[src/rtl/core/h3d_pkg.sv]
// shared types, constants and the crc step for the hdlc type-3 deframer
`default_nettype none

package h3d_pkg;

  // frame bytes and crc constants
  localparam logic [7:0]  FLAG_BYTE = 8'h7E;
  localparam logic [7:0]  LLC_E6    = 8'hE6;
  localparam logic [7:0]  LLC_E7    = 8'hE7;
  localparam logic [7:0]  LLC_ZERO  = 8'h00;
  localparam logic [15:0] CRC_INIT  = 16'hFFFF;
  localparam logic [15:0] CRC_GOOD  = 16'hF0B8;
  localparam logic [15:0] CRC_POLY  = 16'h8408;
  localparam logic [10:0] MIN_LEN   = 11'd9;
  localparam logic [2:0]  ADDR_MAX  = 3'd4;
  localparam logic [11:0] SHORT_POS = 12'd3;

  // width of the byte position counter (length plus the closing byte)
  localparam int POS_W = 12;

  // buffer status codes
  localparam logic [2:0] ST_OK       = 3'd0;
  localparam logic [2:0] ST_BAD_FLAG = 3'd1;
  localparam logic [2:0] ST_TRUNC    = 3'd2;
  localparam logic [2:0] ST_SHORT    = 3'd3;
  localparam logic [2:0] ST_HEADER   = 3'd4;
  localparam logic [2:0] ST_HCS      = 3'd5;
  localparam logic [2:0] ST_FCS      = 3'd6;
  localparam logic [2:0] ST_NO_PAY   = 3'd7;

  // parser phases
  typedef enum logic [10:0] {
    PH_FLAG  = 11'b000_0000_0001,
    PH_FMT1  = 11'b000_0000_0010,
    PH_FMT2  = 11'b000_0000_0100,
    PH_SHORT = 11'b000_0000_1000,
    PH_DST   = 11'b000_0001_0000,
    PH_SRC   = 11'b000_0010_0000,
    PH_CTRL  = 11'b000_0100_0000,
    PH_HCS1  = 11'b000_1000_0000,
    PH_HCS2  = 11'b001_0000_0000,
    PH_DATA  = 11'b010_0000_0000,
    PH_DRAIN = 11'b100_0000_0000
  } phase_t;

  // results caused by one input beat
  typedef struct packed {
    logic [1:0]      n;
    logic            is_stat;
    logic [2:0][7:0] bytes;
    logic [2:0]      status;
    logic [15:0]     count;
  } grp_t;

  // one byte through the reflected x.25 crc
  function automatic logic [15:0] crc_step(input logic [15:0] crc, input logic [7:0] b);
    logic [15:0] c;
    c = crc ^ {8'h00, b};
    for (int k = 0; k < 8; k++) begin
      c = c[0] ? ((c >> 1) ^ CRC_POLY) : (c >> 1);
    end
    return c;
  endfunction

endpackage

`default_nettype wire

[src/rtl/core/h3d_parse.sv]
// frame parser: phase tracking, crc checks, llc strip and payload counting
`default_nettype none

module h3d_parse #(
  parameter int COUNT_BITS = 16
) (
  input  wire logic          clk,
  input  wire logic          rst_n,
  input  wire logic          cfg_wr_en,
  input  wire logic          cfg_wr_data,
  input  wire logic          en,
  input  wire logic [7:0]    b,
  input  wire logic          eob,
  output h3d_pkg::grp_t      grp
);
  import h3d_pkg::*;

  phase_t                  ph_r, ph_nxt;
  logic [10:0]             flen_r, flen_nxt;
  logic [POS_W-1:0]        pos_r, pos_nxt;
  logic [2:0]              hend_r, hend_nxt;
  logic                    seg_r, seg_nxt;
  logic                    first_r, first_nxt;
  logic [15:0]             crc_r, crc_nxt;
  logic [1:0][7:0]         hold_r, hold_nxt;
  logic [1:0]              held_r, held_nxt;
  logic [COUNT_BITS-1:0]   tot_r, tot_nxt;
  logic [2:0]              err_r, err_nxt;
  logic                    skip_r;

  logic                    done;
  logic [2:0]              hinc;
  logic [1:0]              res_n;
  logic [2:0][7:0]         res_byte;
  logic [POS_W:0]          pos_p1, pos_p2;
  logic [POS_W:0]          flen_x;
  logic                    crc_bad;
  logic [2:0]              st;

  function automatic logic [COUNT_BITS-1:0] sat_inc(input logic [COUNT_BITS-1:0] v);
    return (v == '1) ? v : v + 1'b1;
  endfunction

  // next state and the results of this beat
  always_comb begin
    ph_nxt    = ph_r;
    flen_nxt  = flen_r;
    pos_nxt   = pos_r;
    hend_nxt  = hend_r;
    seg_nxt   = seg_r;
    first_nxt = first_r;
    crc_nxt   = crc_r;
    hold_nxt  = hold_r;
    held_nxt  = held_r;
    tot_nxt   = tot_r;
    err_nxt   = err_r;
    done      = 1'b0;
    hinc      = hend_r + 3'd1;
    res_n     = 2'd0;
    res_byte  = '0;
    pos_p1    = {1'b0, pos_r} + {{POS_W{1'b0}}, 1'b1};
    pos_p2    = {1'b0, pos_r} + {{(POS_W-1){1'b0}}, 2'd2};
    flen_x    = {{(POS_W+1-11){1'b0}}, flen_r};
    crc_bad   = 1'b0;
    st        = ST_OK;

    unique case (ph_r) inside
      PH_DRAIN: begin
      end
      PH_FLAG: begin
        if (b != FLAG_BYTE) begin
          err_nxt = ST_BAD_FLAG;
          ph_nxt  = PH_DRAIN;
        end else begin
          crc_nxt = CRC_INIT;
          ph_nxt  = PH_FMT1;
        end
      end
      PH_FMT1: begin
        crc_nxt  = crc_step(crc_r, b);
        seg_nxt  = b[3];
        flen_nxt = {b[2:0], 8'h00};
        ph_nxt   = PH_FMT2;
      end
      PH_FMT2: begin
        crc_nxt  = crc_step(crc_r, b);
        flen_nxt = {flen_r[10:8], b};
        hend_nxt = 3'd0;
        ph_nxt   = (flen_nxt < MIN_LEN) ? PH_SHORT : PH_DST;
      end
      PH_SHORT: begin
        // wait for four frame bytes and the whole short frame
        if (pos_r >= SHORT_POS && {1'b0, pos_r} >= flen_x + 13'd1) begin
          err_nxt = ST_SHORT;
          ph_nxt  = PH_DRAIN;
        end
      end
      PH_DST, PH_SRC, PH_CTRL, PH_HCS1, PH_HCS2, PH_DATA: begin
        if ({1'b0, pos_r} <= flen_x) begin
          crc_nxt = crc_step(crc_r, b);
          crc_bad = !skip_r && (crc_nxt != CRC_GOOD);
          if (err_r == ST_OK) begin
            unique case (ph_r) inside
              PH_DST, PH_SRC: begin
                hend_nxt = hinc;
                if (b[0]) begin
                  ph_nxt   = (ph_r == PH_DST) ? PH_SRC : PH_CTRL;
                  hend_nxt = 3'd0;
                end else if (hinc >= ADDR_MAX) begin
                  err_nxt = ST_HEADER;
                end
              end
              PH_CTRL: ph_nxt = PH_HCS1;
              PH_HCS1: ph_nxt = PH_HCS2;
              PH_HCS2: begin
                if (crc_bad) begin
                  err_nxt = ST_HCS;
                end else begin
                  ph_nxt   = PH_DATA;
                  held_nxt = 2'd0;
                end
              end
              default: begin
                if (pos_p2 <= flen_x) begin
                  // information byte, llc header held back on the first frame
                  if (!first_r) begin
                    res_byte[res_n] = b;
                    res_n           = res_n + 2'd1;
                    tot_nxt         = sat_inc(tot_nxt);
                  end else begin
                    case (held_r)
                      2'd0: begin
                        if (b == LLC_E6) begin
                          hold_nxt[0] = b;
                          held_nxt    = 2'd1;
                        end else begin
                          res_byte[res_n] = b;
                          res_n           = res_n + 2'd1;
                          tot_nxt         = sat_inc(tot_nxt);
                          first_nxt       = 1'b0;
                        end
                      end
                      2'd1: begin
                        if (b == LLC_E7 || b == LLC_E6) begin
                          hold_nxt[1] = b;
                          held_nxt    = 2'd2;
                        end else begin
                          res_byte[res_n] = hold_r[0];
                          res_n           = res_n + 2'd1;
                          tot_nxt         = sat_inc(tot_nxt);
                          res_byte[res_n] = b;
                          res_n           = res_n + 2'd1;
                          tot_nxt         = sat_inc(tot_nxt);
                          held_nxt        = 2'd0;
                          first_nxt       = 1'b0;
                        end
                      end
                      default: begin
                        if (b != LLC_ZERO) begin
                          res_byte[res_n] = hold_r[0];
                          res_n           = res_n + 2'd1;
                          tot_nxt         = sat_inc(tot_nxt);
                          res_byte[res_n] = hold_r[1];
                          res_n           = res_n + 2'd1;
                          tot_nxt         = sat_inc(tot_nxt);
                          res_byte[res_n] = b;
                          res_n           = res_n + 2'd1;
                          tot_nxt         = sat_inc(tot_nxt);
                        end
                        held_nxt  = 2'd0;
                        first_nxt = 1'b0;
                      end
                    endcase
                  end
                end else if (pos_p1 == flen_x) begin
                  // first fcs byte: release a partial llc header
                  if (held_r >= 2'd1) begin
                    res_byte[res_n] = hold_r[0];
                    res_n           = res_n + 2'd1;
                    tot_nxt         = sat_inc(tot_nxt);
                  end
                  if (held_r >= 2'd2) begin
                    res_byte[res_n] = hold_r[1];
                    res_n           = res_n + 2'd1;
                    tot_nxt         = sat_inc(tot_nxt);
                  end
                  held_nxt = 2'd0;
                end
              end
            endcase
          end
          // last inner byte: header complete and fcs residue
          if ({1'b0, pos_r} == flen_x && err_nxt == ST_OK) begin
            if (ph_nxt != PH_DATA) begin
              err_nxt = ST_HEADER;
            end else if (crc_bad) begin
              err_nxt = ST_FCS;
            end
          end
        end else begin
          // closing byte
          if (err_r != ST_OK) begin
            ph_nxt = PH_DRAIN;
          end else begin
            done      = 1'b1;
            first_nxt = 1'b0;
            held_nxt  = 2'd0;
            ph_nxt    = PH_FLAG;
          end
        end
      end
      default: begin
      end
    endcase

    // byte position within the frame
    if (ph_nxt == PH_FLAG && done) begin
      pos_nxt = '0;
    end else if (ph_nxt != PH_DRAIN) begin
      pos_nxt = pos_p1[POS_W-1:0];
    end

    grp.n       = res_n;
    grp.is_stat = 1'b0;
    grp.bytes   = res_byte;
    grp.status  = ST_OK;
    grp.count   = 16'h0000;

    // end of buffer: status only, then back to the buffer start state
    if (eob) begin
      if (ph_nxt == PH_DRAIN) begin
        st = err_nxt;
      end else if (done) begin
        st = (tot_nxt == '0) ? ST_NO_PAY : ST_OK;
      end else begin
        st = ST_TRUNC;
      end
      grp.n       = 2'd1;
      grp.is_stat = 1'b1;
      grp.bytes   = '0;
      grp.status  = st;
      grp.count   = 16'(tot_nxt);
      ph_nxt      = PH_FLAG;
      flen_nxt    = '0;
      pos_nxt     = '0;
      hend_nxt    = '0;
      seg_nxt     = 1'b0;
      first_nxt   = 1'b1;
      crc_nxt     = CRC_INIT;
      held_nxt    = '0;
      tot_nxt     = '0;
      err_nxt     = ST_OK;
    end
  end

  // parser state
  always_ff @(posedge clk) begin
    if (!rst_n) begin
      ph_r    <= PH_FLAG;
      flen_r  <= '0;
      pos_r   <= '0;
      hend_r  <= '0;
      seg_r   <= 1'b0;
      first_r <= 1'b1;
      crc_r   <= CRC_INIT;
      held_r  <= '0;
      tot_r   <= '0;
      err_r   <= ST_OK;
      skip_r  <= 1'b0;
    end else begin
      if (cfg_wr_en) begin
        skip_r <= cfg_wr_data;
      end
      if (en) begin
        ph_r    <= ph_nxt;
        flen_r  <= flen_nxt;
        pos_r   <= pos_nxt;
        hend_r  <= hend_nxt;
        seg_r   <= seg_nxt;
        first_r <= first_nxt;
        crc_r   <= crc_nxt;
        held_r  <= held_nxt;
        tot_r   <= tot_nxt;
        err_r   <= err_nxt;
      end
    end
  end

  // llc holding bytes, always written before use
  always_ff @(posedge clk) begin
    if (en) begin
      hold_r <= hold_nxt;
    end
  end

`ifndef SYNTHESIS
  a_drain_has_err: assert property (@(posedge clk) disable iff (!rst_n)
    (ph_r == PH_DRAIN) |-> (err_r != ST_OK))
    else $error("drain phase without an error code");
  a_held_first: assert property (@(posedge clk) disable iff (!rst_n)
    (held_r != 2'd0) |-> first_r)
    else $error("llc bytes held outside the first frame");
  a_data_pos: assert property (@(posedge clk) disable iff (!rst_n)
    (ph_r == PH_DATA) |-> ({1'b0, pos_r} <= flen_x + 13'd1))
    else $error("byte position past the closing byte");
`endif

endmodule

`default_nettype wire

[src/rtl/core/h3d_outq.sv]
// result group register and output register, one result beat per cycle while out_stall is low
`default_nettype none

module h3d_outq (
  input  wire logic          clk,
  input  wire logic          rst_n,
  input  wire h3d_pkg::grp_t grp_in,
  input  wire logic          grp_load,
  output logic               grp_free,
  output logic               out_valid,
  input  wire logic          out_stall,
  output logic               out_kind,
  output logic [7:0]         out_payload_byte,
  output logic [2:0]         out_status,
  output logic [15:0]        out_payload_count,
  output logic               out_last
);
  import h3d_pkg::*;

  grp_t       grp_r;
  logic [1:0] idx_r;
  logic       out_vld_r;
  logic       have;
  logic       take;
  logic       last_one;

  // group bookkeeping
  assign have     = (idx_r != grp_r.n);
  assign take     = !out_vld_r || !out_stall;
  assign last_one = ((idx_r + 2'd1) == grp_r.n);
  assign grp_free = !have || (take && last_one);

  // group register and read index
  always_ff @(posedge clk) begin
    if (!rst_n) begin
      grp_r <= '0;
      idx_r <= 2'd0;
    end else if (grp_load) begin
      grp_r <= grp_in;
      idx_r <= 2'd0;
    end else if (take && have) begin
      idx_r <= idx_r + 2'd1;
    end
  end

  // output valid
  always_ff @(posedge clk) begin
    if (!rst_n) begin
      out_vld_r <= 1'b0;
    end else if (take) begin
      out_vld_r <= have;
    end
  end

  // output payload
  always_ff @(posedge clk) begin
    if (take && have) begin
      out_kind          <= grp_r.is_stat;
      out_payload_byte  <= grp_r.is_stat ? 8'h00 : grp_r.bytes[idx_r];
      out_status        <= grp_r.is_stat ? grp_r.status : ST_OK;
      out_payload_count <= grp_r.is_stat ? grp_r.count : 16'h0000;
      out_last          <= last_one;
    end
  end

  assign out_valid = out_vld_r;

`ifndef SYNTHESIS
  a_idx_bound: assert property (@(posedge clk) disable iff (!rst_n)
    idx_r <= grp_r.n)
    else $error("group read index past the group size");
  a_status_last: assert property (@(posedge clk) disable iff (!rst_n)
    (out_valid && out_kind) |-> out_last)
    else $error("status beat not marked last");
  a_group_continues: assert property (@(posedge clk) disable iff (!rst_n)
    (out_valid && !out_stall && !out_last) |=> out_valid)
    else $error("result group broken off before its last beat");
`endif

endmodule

`default_nettype wire

[src/rtl/core/hdlc_type3_deframer_fcs_check.sv]
// top level of the hdlc type-3 deframer with hcs and fcs check
//
//   port group  direction  beat
//   in_*        input      one buffer byte and its end-of-buffer marker
//   out_*       output     one payload byte or the final buffer status
//   cfg_*       input      write of skip_crc
//
// A byte is taken each cycle while in_stall is low; its results are registered
// in the group register. It causes up to three result beats, sent from there
// one per cycle while out_stall is low, so such bytes stall the input.
// The byte-wide crc step and the counters sit in one stage.
// Reset is synchronous and needs no clearing pass; stall on the output side
// backs up through the group register and the input register.
`default_nettype none

module hdlc_type3_deframer_fcs_check #(
  parameter int COUNT_BITS = 16
) (
  input  wire logic        clk,
  input  wire logic        rst_n,
  input  wire logic        in_valid,
  output logic             in_stall,
  input  wire logic [7:0]  in_data_byte,
  input  wire logic        in_end_of_buffer,
  output logic             out_valid,
  input  wire logic        out_stall,
  output logic             out_kind,
  output logic [7:0]       out_payload_byte,
  output logic [2:0]       out_status,
  output logic [15:0]      out_payload_count,
  output logic             out_last,
  input  wire logic        cfg_wr_en,
  input  wire logic        cfg_wr_data
);
  import h3d_pkg::*;

  logic       in_v_r;
  logic [7:0] in_byte_r;
  logic       in_eob_r;
  logic       grp_free;
  logic       grp_load;
  logic       in_acc;
  grp_t       grp;

  // input register handshake
  assign grp_load = in_v_r && grp_free;
  assign in_stall = in_v_r && !grp_free;
  assign in_acc   = in_valid && !in_stall;

  always_ff @(posedge clk) begin
    if (!rst_n) begin
      in_v_r <= 1'b0;
    end else if (in_acc) begin
      in_v_r <= 1'b1;
    end else if (grp_load) begin
      in_v_r <= 1'b0;
    end
  end

  always_ff @(posedge clk) begin
    if (in_acc) begin
      in_byte_r <= in_data_byte;
      in_eob_r  <= in_end_of_buffer;
    end
  end

  // parser
  h3d_parse #(
    .COUNT_BITS(COUNT_BITS)
  ) u_parse (
    .clk         (clk),
    .rst_n       (rst_n),
    .cfg_wr_en   (cfg_wr_en),
    .cfg_wr_data (cfg_wr_data),
    .en          (grp_load),
    .b           (in_byte_r),
    .eob         (in_eob_r),
    .grp         (grp)
  );

  // result sequencing
  h3d_outq u_outq (
    .clk               (clk),
    .rst_n             (rst_n),
    .grp_in            (grp),
    .grp_load          (grp_load),
    .grp_free          (grp_free),
    .out_valid         (out_valid),
    .out_stall         (out_stall),
    .out_kind          (out_kind),
    .out_payload_byte  (out_payload_byte),
    .out_status        (out_status),
    .out_payload_count (out_payload_count),
    .out_last          (out_last)
  );

endmodule

`default_nettype wire
[config.mk]
export PLATFORM = sky130hd
export DESIGN_NAME = hdlc_type3_deframer_fcs_check
export DESIGN_NICKNAME = d
export VERILOG_FILES = /design/src/rtl/core/h3d_pkg.sv /design/src/rtl/core/h3d_parse.sv /design/src/rtl/core/h3d_outq.sv /design/src/rtl/core/hdlc_type3_deframer_fcs_check.sv
export SDC_FILE = /design/constraint.sdc
export NUM_CORES = 1
export LEC_CHECK = 0
export ABC_AREA = 1
export BUFFER_PORTS_ARGS = -buffer_cell sky130_fd_sc_hd__buf_2
export CAP_MARGIN = 10
export CELL_PAD_IN_SITES_DETAIL_PLACEMENT = 0
export CELL_PAD_IN_SITES_GLOBAL_PLACEMENT = 2
export CORE_MARGIN = 5
export CORE_UTILIZATION = 38
export DETAILED_ROUTE_END_ITERATION = 12
export PLACE_DENSITY = 0.85
export SLEW_MARGIN = 40
export SYNTH_ARGS = -nofsm -noshare
export SYNTH_HDL_FRONTEND = slang
export SYNTH_SLANG_ARGS = --single-unit
[constraint.sdc]
create_clock -name clk -period 12.6 [get_ports clk]
set_input_delay 0 -clock clk [delete_from_list [all_inputs] [get_ports clk]]
set_output_delay 0 -clock clk [all_outputs]
set_load 0.02 [all_outputs]
==> flow_metrics.py <==
metrics = {
    "global_routing": {
        "grt_overflow": 0,
        "use_met2_pct": 41.7,
        "grt_pass1_vias": 13000,
        "use_met3_pct": 3.62,
        "antenna_found_initial": 0,
        "grt_busiest_layer": "met2",
        "met1_usage_pct": 34.8,
        "grt_max_degree": 42,
        "track_usage_pct": 25.2,
        "grt_pass1_wl_um": 77400,
    },
    "logic_synthesis": {
        "ys.flop_type": "dfxtp_1",
        "yosysUniqueCellTypes": 56,
        "synthArstFlopShare_pct": 0,
        "synth_area_mm2": 0.0134,
        "ys_top_cells_by_area": "dfxtp_1 (19%), nand2_1 (15%), edfxtp_1 (12%)",
        "synth_edf_count": 54,
        "synth_compound_area_share_pct": 18.0,
        "avgSynthCellArea_um2": 6.56,
        "synth_top_family_by_area": "simple AND/OR/NAND/NOR gates",
        "synth-seq-area-share_pct": 31.0,
        "yosysWarnings": 0,
        "syn-num-nets": 2096,
        "synth_top_area_share_pct": 18.9,
        "synth-simple-area-share_pct": 33.4,
        "synthAdderAreaFrac_pct": 3.83,
        "synth_cells": 2040,
        "yosys.area.top_type": "dfxtp_1",
        "synth-seq-cells": 180,
        "synth.area.mux_share_pct": 0,
        "synth_xor_area_share_pct": 4.38,
    },
    "floorplan": {
        "die-area_mm2": 0.0391,
        "coreArea_mm2": 0.0346,
        "die_x_um": 198,
        "die_y_um": 198,
        "rows": 68,
        "initial_core_util_pct": 38.6,
        "io_pins": 46,
    },
    "detailed_routing": {
        "viasPerCell": 5.42,
        "drt_wl_total_um": 50000,
        "wire_per_inst_um": 19.7,
        "drt_iter0_drc": 1069,
        "drt_pass1_iterations": 6,
        "route.detailed.drc": 0,
        "ant_nets": 0,
        "via_count": 13800,
    },
    "clocking": {
        "h-tree-depth": 4,
        "clk_pin_slew_ns": 0.07,
        "clockBufferDepth": 2,
        "clk_root_buffer_cell": "clkbuf_16",
        "cts_buffers": 17,
        "post_cts_resized": 0,
        "cts_num_sinks": 180,
        "cts_tree": "yes",
        "clkLatencyLatePin_ns": 0.45,
    },
    "worst_setup_path": {
        "critPathKind": "reg -> reg",
        "r2r_setup_slack_ns": 7.11,
        "crit_slowest_cell": "dfxtp_1",
        "cp.arrival_ns": 5.88,
        "worstSetupEndpointType": "flop",
        "cpLargestDelayFamily": "simple AND/OR/NAND/NOR gates",
        "start_kind": "flop",
        "cp_max_fo": 9,
        "cp.required_ns": 12.99,
        "critPathMaxStageDelay_ns": 0.55,
        "cpMostUsedCell": "nand2_1",
        "reg2reg_depth": 32,
        "path_depth": 32,
        "crit_buf_inv": 1,
    },
    "sta": {
        "tightest_slew_ns": 0.784,
        "max_freq_mhz": 182,
        "fin_crit_sh_pct": 43.6,
        "fin_tns_setup_ns": 0,
        "finClkSkew_ns": 0.0105,
        "drv_slew": 0,
        "finalSetupViolations": 0,
        "hold_violations": 0,
        "rsz0062_at_grt": "false",
        "layout_min_cycle_time_ns": 5.49,
        "relSlewSlack_pct": 47.4,
        "whs_ns": 0.0488,
    },
    "placement": {
        "gp_congestion": 0.945,
        "portBuffers": 45,
        "dpl.hpwl_um": 37600,
        "dp_cells": 2492,
    },
    "cells_and_area": {
        "drive_gt1_share_pct": 9.03,
        "num-nets-final": 2125,
        "antenna_cells": 0,
        "areaGrowthSynthToFinish_pct": 10.6,
        "stdcell_count": 2537,
    },
    "power_and_ir_drop": {
        "ir_drop_mv": 0.103,
        "cellPowerDensity_mw_per_mm2": 128,
        "p_leak_nw": 6.25,
    },
    "job": {
        "cap_violations": 0,
    },
    "hold_path": {
        "hp-class": "in -> reg",
        "hold-path-cell-count": 3,
    },
    "run_status": {
        "status": "finished clean",
    },
}
==> routing by layer <==
layer | part of all wire, % | vias to the layer above
li1 | - | 6883
met1 | 46 | 6392
met2 | 47 | 426
met3 | 5.4 | 58
met4 | 1.8 | 0
met5 | 0 | -
==> worst min-delay path: stages <==
cell	delay [ns]
buf_2	0.10
buf_4	0.25
o21ai_0	0.11
==> where the power goes <==
part | switching, mW | total [mW] | leakage (nW) | internal (mW)
Combinational | 0.455 | 0.646 | 4.44 | 0.191
Sequential | 0.0521 | 0.703 | 1.53 | 0.651
Clock | 0.267 | 0.550 | 0.287 | 0.282
Total | 0.774 | 1.90 | 6.25 | 1.12
==> cells in the mapped netlist (7+ instances only) <==
cell type and count:
a211oi_1 25, a21oi_1 122, clkbuf_1 61, dfxtp_1 126, edfxtp_1 54, ha_1 41
inv_1 247, inv_2 7, nand2_1 518, nand2_2 25, nand2_4 9, nand3_1 138
nand3b_1 10, nand4_1 42, nor2_1 168, nor2_2 14, nor2_4 9, nor3_1 39
nor4_1 12, o21ai_0 168, o21ai_1 15, o22ai_1 45, o31ai_1 8, o32ai_1 9
xnor2_1 20, xor2_1 45
==> worst paths after layout <==
| path | startpoint | to |
|---|---|---|
| worst min-delay path | rst_n | u_parse.crc_r[10] |
| worst min register to register | u_outq.grp_r[10] | u_outq.grp_r[10] |
| worst max register to register | u_parse.tot_r[1] | u_outq.grp_r[16] |
| worst max-delay path | u_parse.tot_r[1] | u_outq.grp_r[16] |
==> cell usage in the layout (no fill, tap or decap), types with 4 or more instances in the layout <==
cell type | Yosys | routed
a211oi_1 | 25 | 25
a21oi_1 | 122 | 122
a31oi_1 | 5 | 5
buf_2 | 3 | 45
buf_4 | 0 | 21
clkbuf_16 | 0 | 17
clkinv_1 | 4 | 5
clkinv_4 | 1 | 5
dfxtp_1 | 126 | 124
dlygate4sd3_1 | 0 | 13
edfxtp_1 | 54 | 54
ha_1 | 41 | 41
inv_1 | 247 | 246
inv_2 | 7 | 7
inv_8 | 0 | 4
nand2_1 | 518 | 518
nand2_2 | 25 | 25
nand2_4 | 9 | 9
nand3_1 | 138 | 138
nand3_2 | 6 | 6
nand3b_1 | 10 | 10
nand4_1 | 42 | 42
nor2_1 | 168 | 164
nor2_2 | 14 | 18
nor2_4 | 9 | 9
nor3_1 | 39 | 38
nor4_1 | 12 | 12
o211ai_1 | 6 | 6
o21ai_0 | 168 | 167
o21ai_1 | 15 | 16
o21ai_2 | 4 | 4
o22ai_1 | 45 | 45
o31ai_1 | 8 | 8
o32ai_1 | 9 | 9
xnor2_1 | 20 | 20
xor2_1 | 45 | 45
==> logic make-up after synthesis <==
| family | after synthesis |
|---|---|
| xor gates and xnor gates | 66 |
| and+or+nand+nor | 999 |
| adders and majority gates | 41 |
| AOI/OAI and AO/OA | 426 |
| buffers and inverters | 328 |
| DFF | 180 |
==> metrics by stage <==
stage               setup slack (ns)  utilization (%)  instance area (um^2)  total power, mW
finish                          7.11             42.7                 14800             1.90
global route                    6.68             42.7                 14800             2.01
CTS                             7.19             42.7                 14800             1.90
detailed placement              7.22             40.6                 14100             1.35
global placement                7.20             40.6                 14100             1.35
floorplan                       8.31                -                 13400             1.15
==> area by class of cell <==
type,count,area [um^2]
multi-input combinational,1532,8000
timing repair buffer,79,513
fill,3726,19800
inverter,259,977
tap,455,569
clock buffer,17,425
clock inverter,15,171
sequential,180,4150
==> flip-flops by register name, indices dropped and copies added, names as in the netlist, 11 cells and up <==
register	count
u_parse.ph_r	11
u_parse.tot_r	16
u_parse.pos_r	12
u_parse.crc_r	16
u_outq.out_payload_count	16
u_outq.grp_r	46
u_parse.flen_r	11
u_parse.hold_r	16
==> what timing repair did <==
action / 4_1_cts / 5_1_grt
endpoints found under the hold margin: 12 / 0
hold buffers: 13 / 0
setup buffers: 0 / 0
endpoints found under the setup margin: 0 / 0
(Power assumes the default switching activity.)
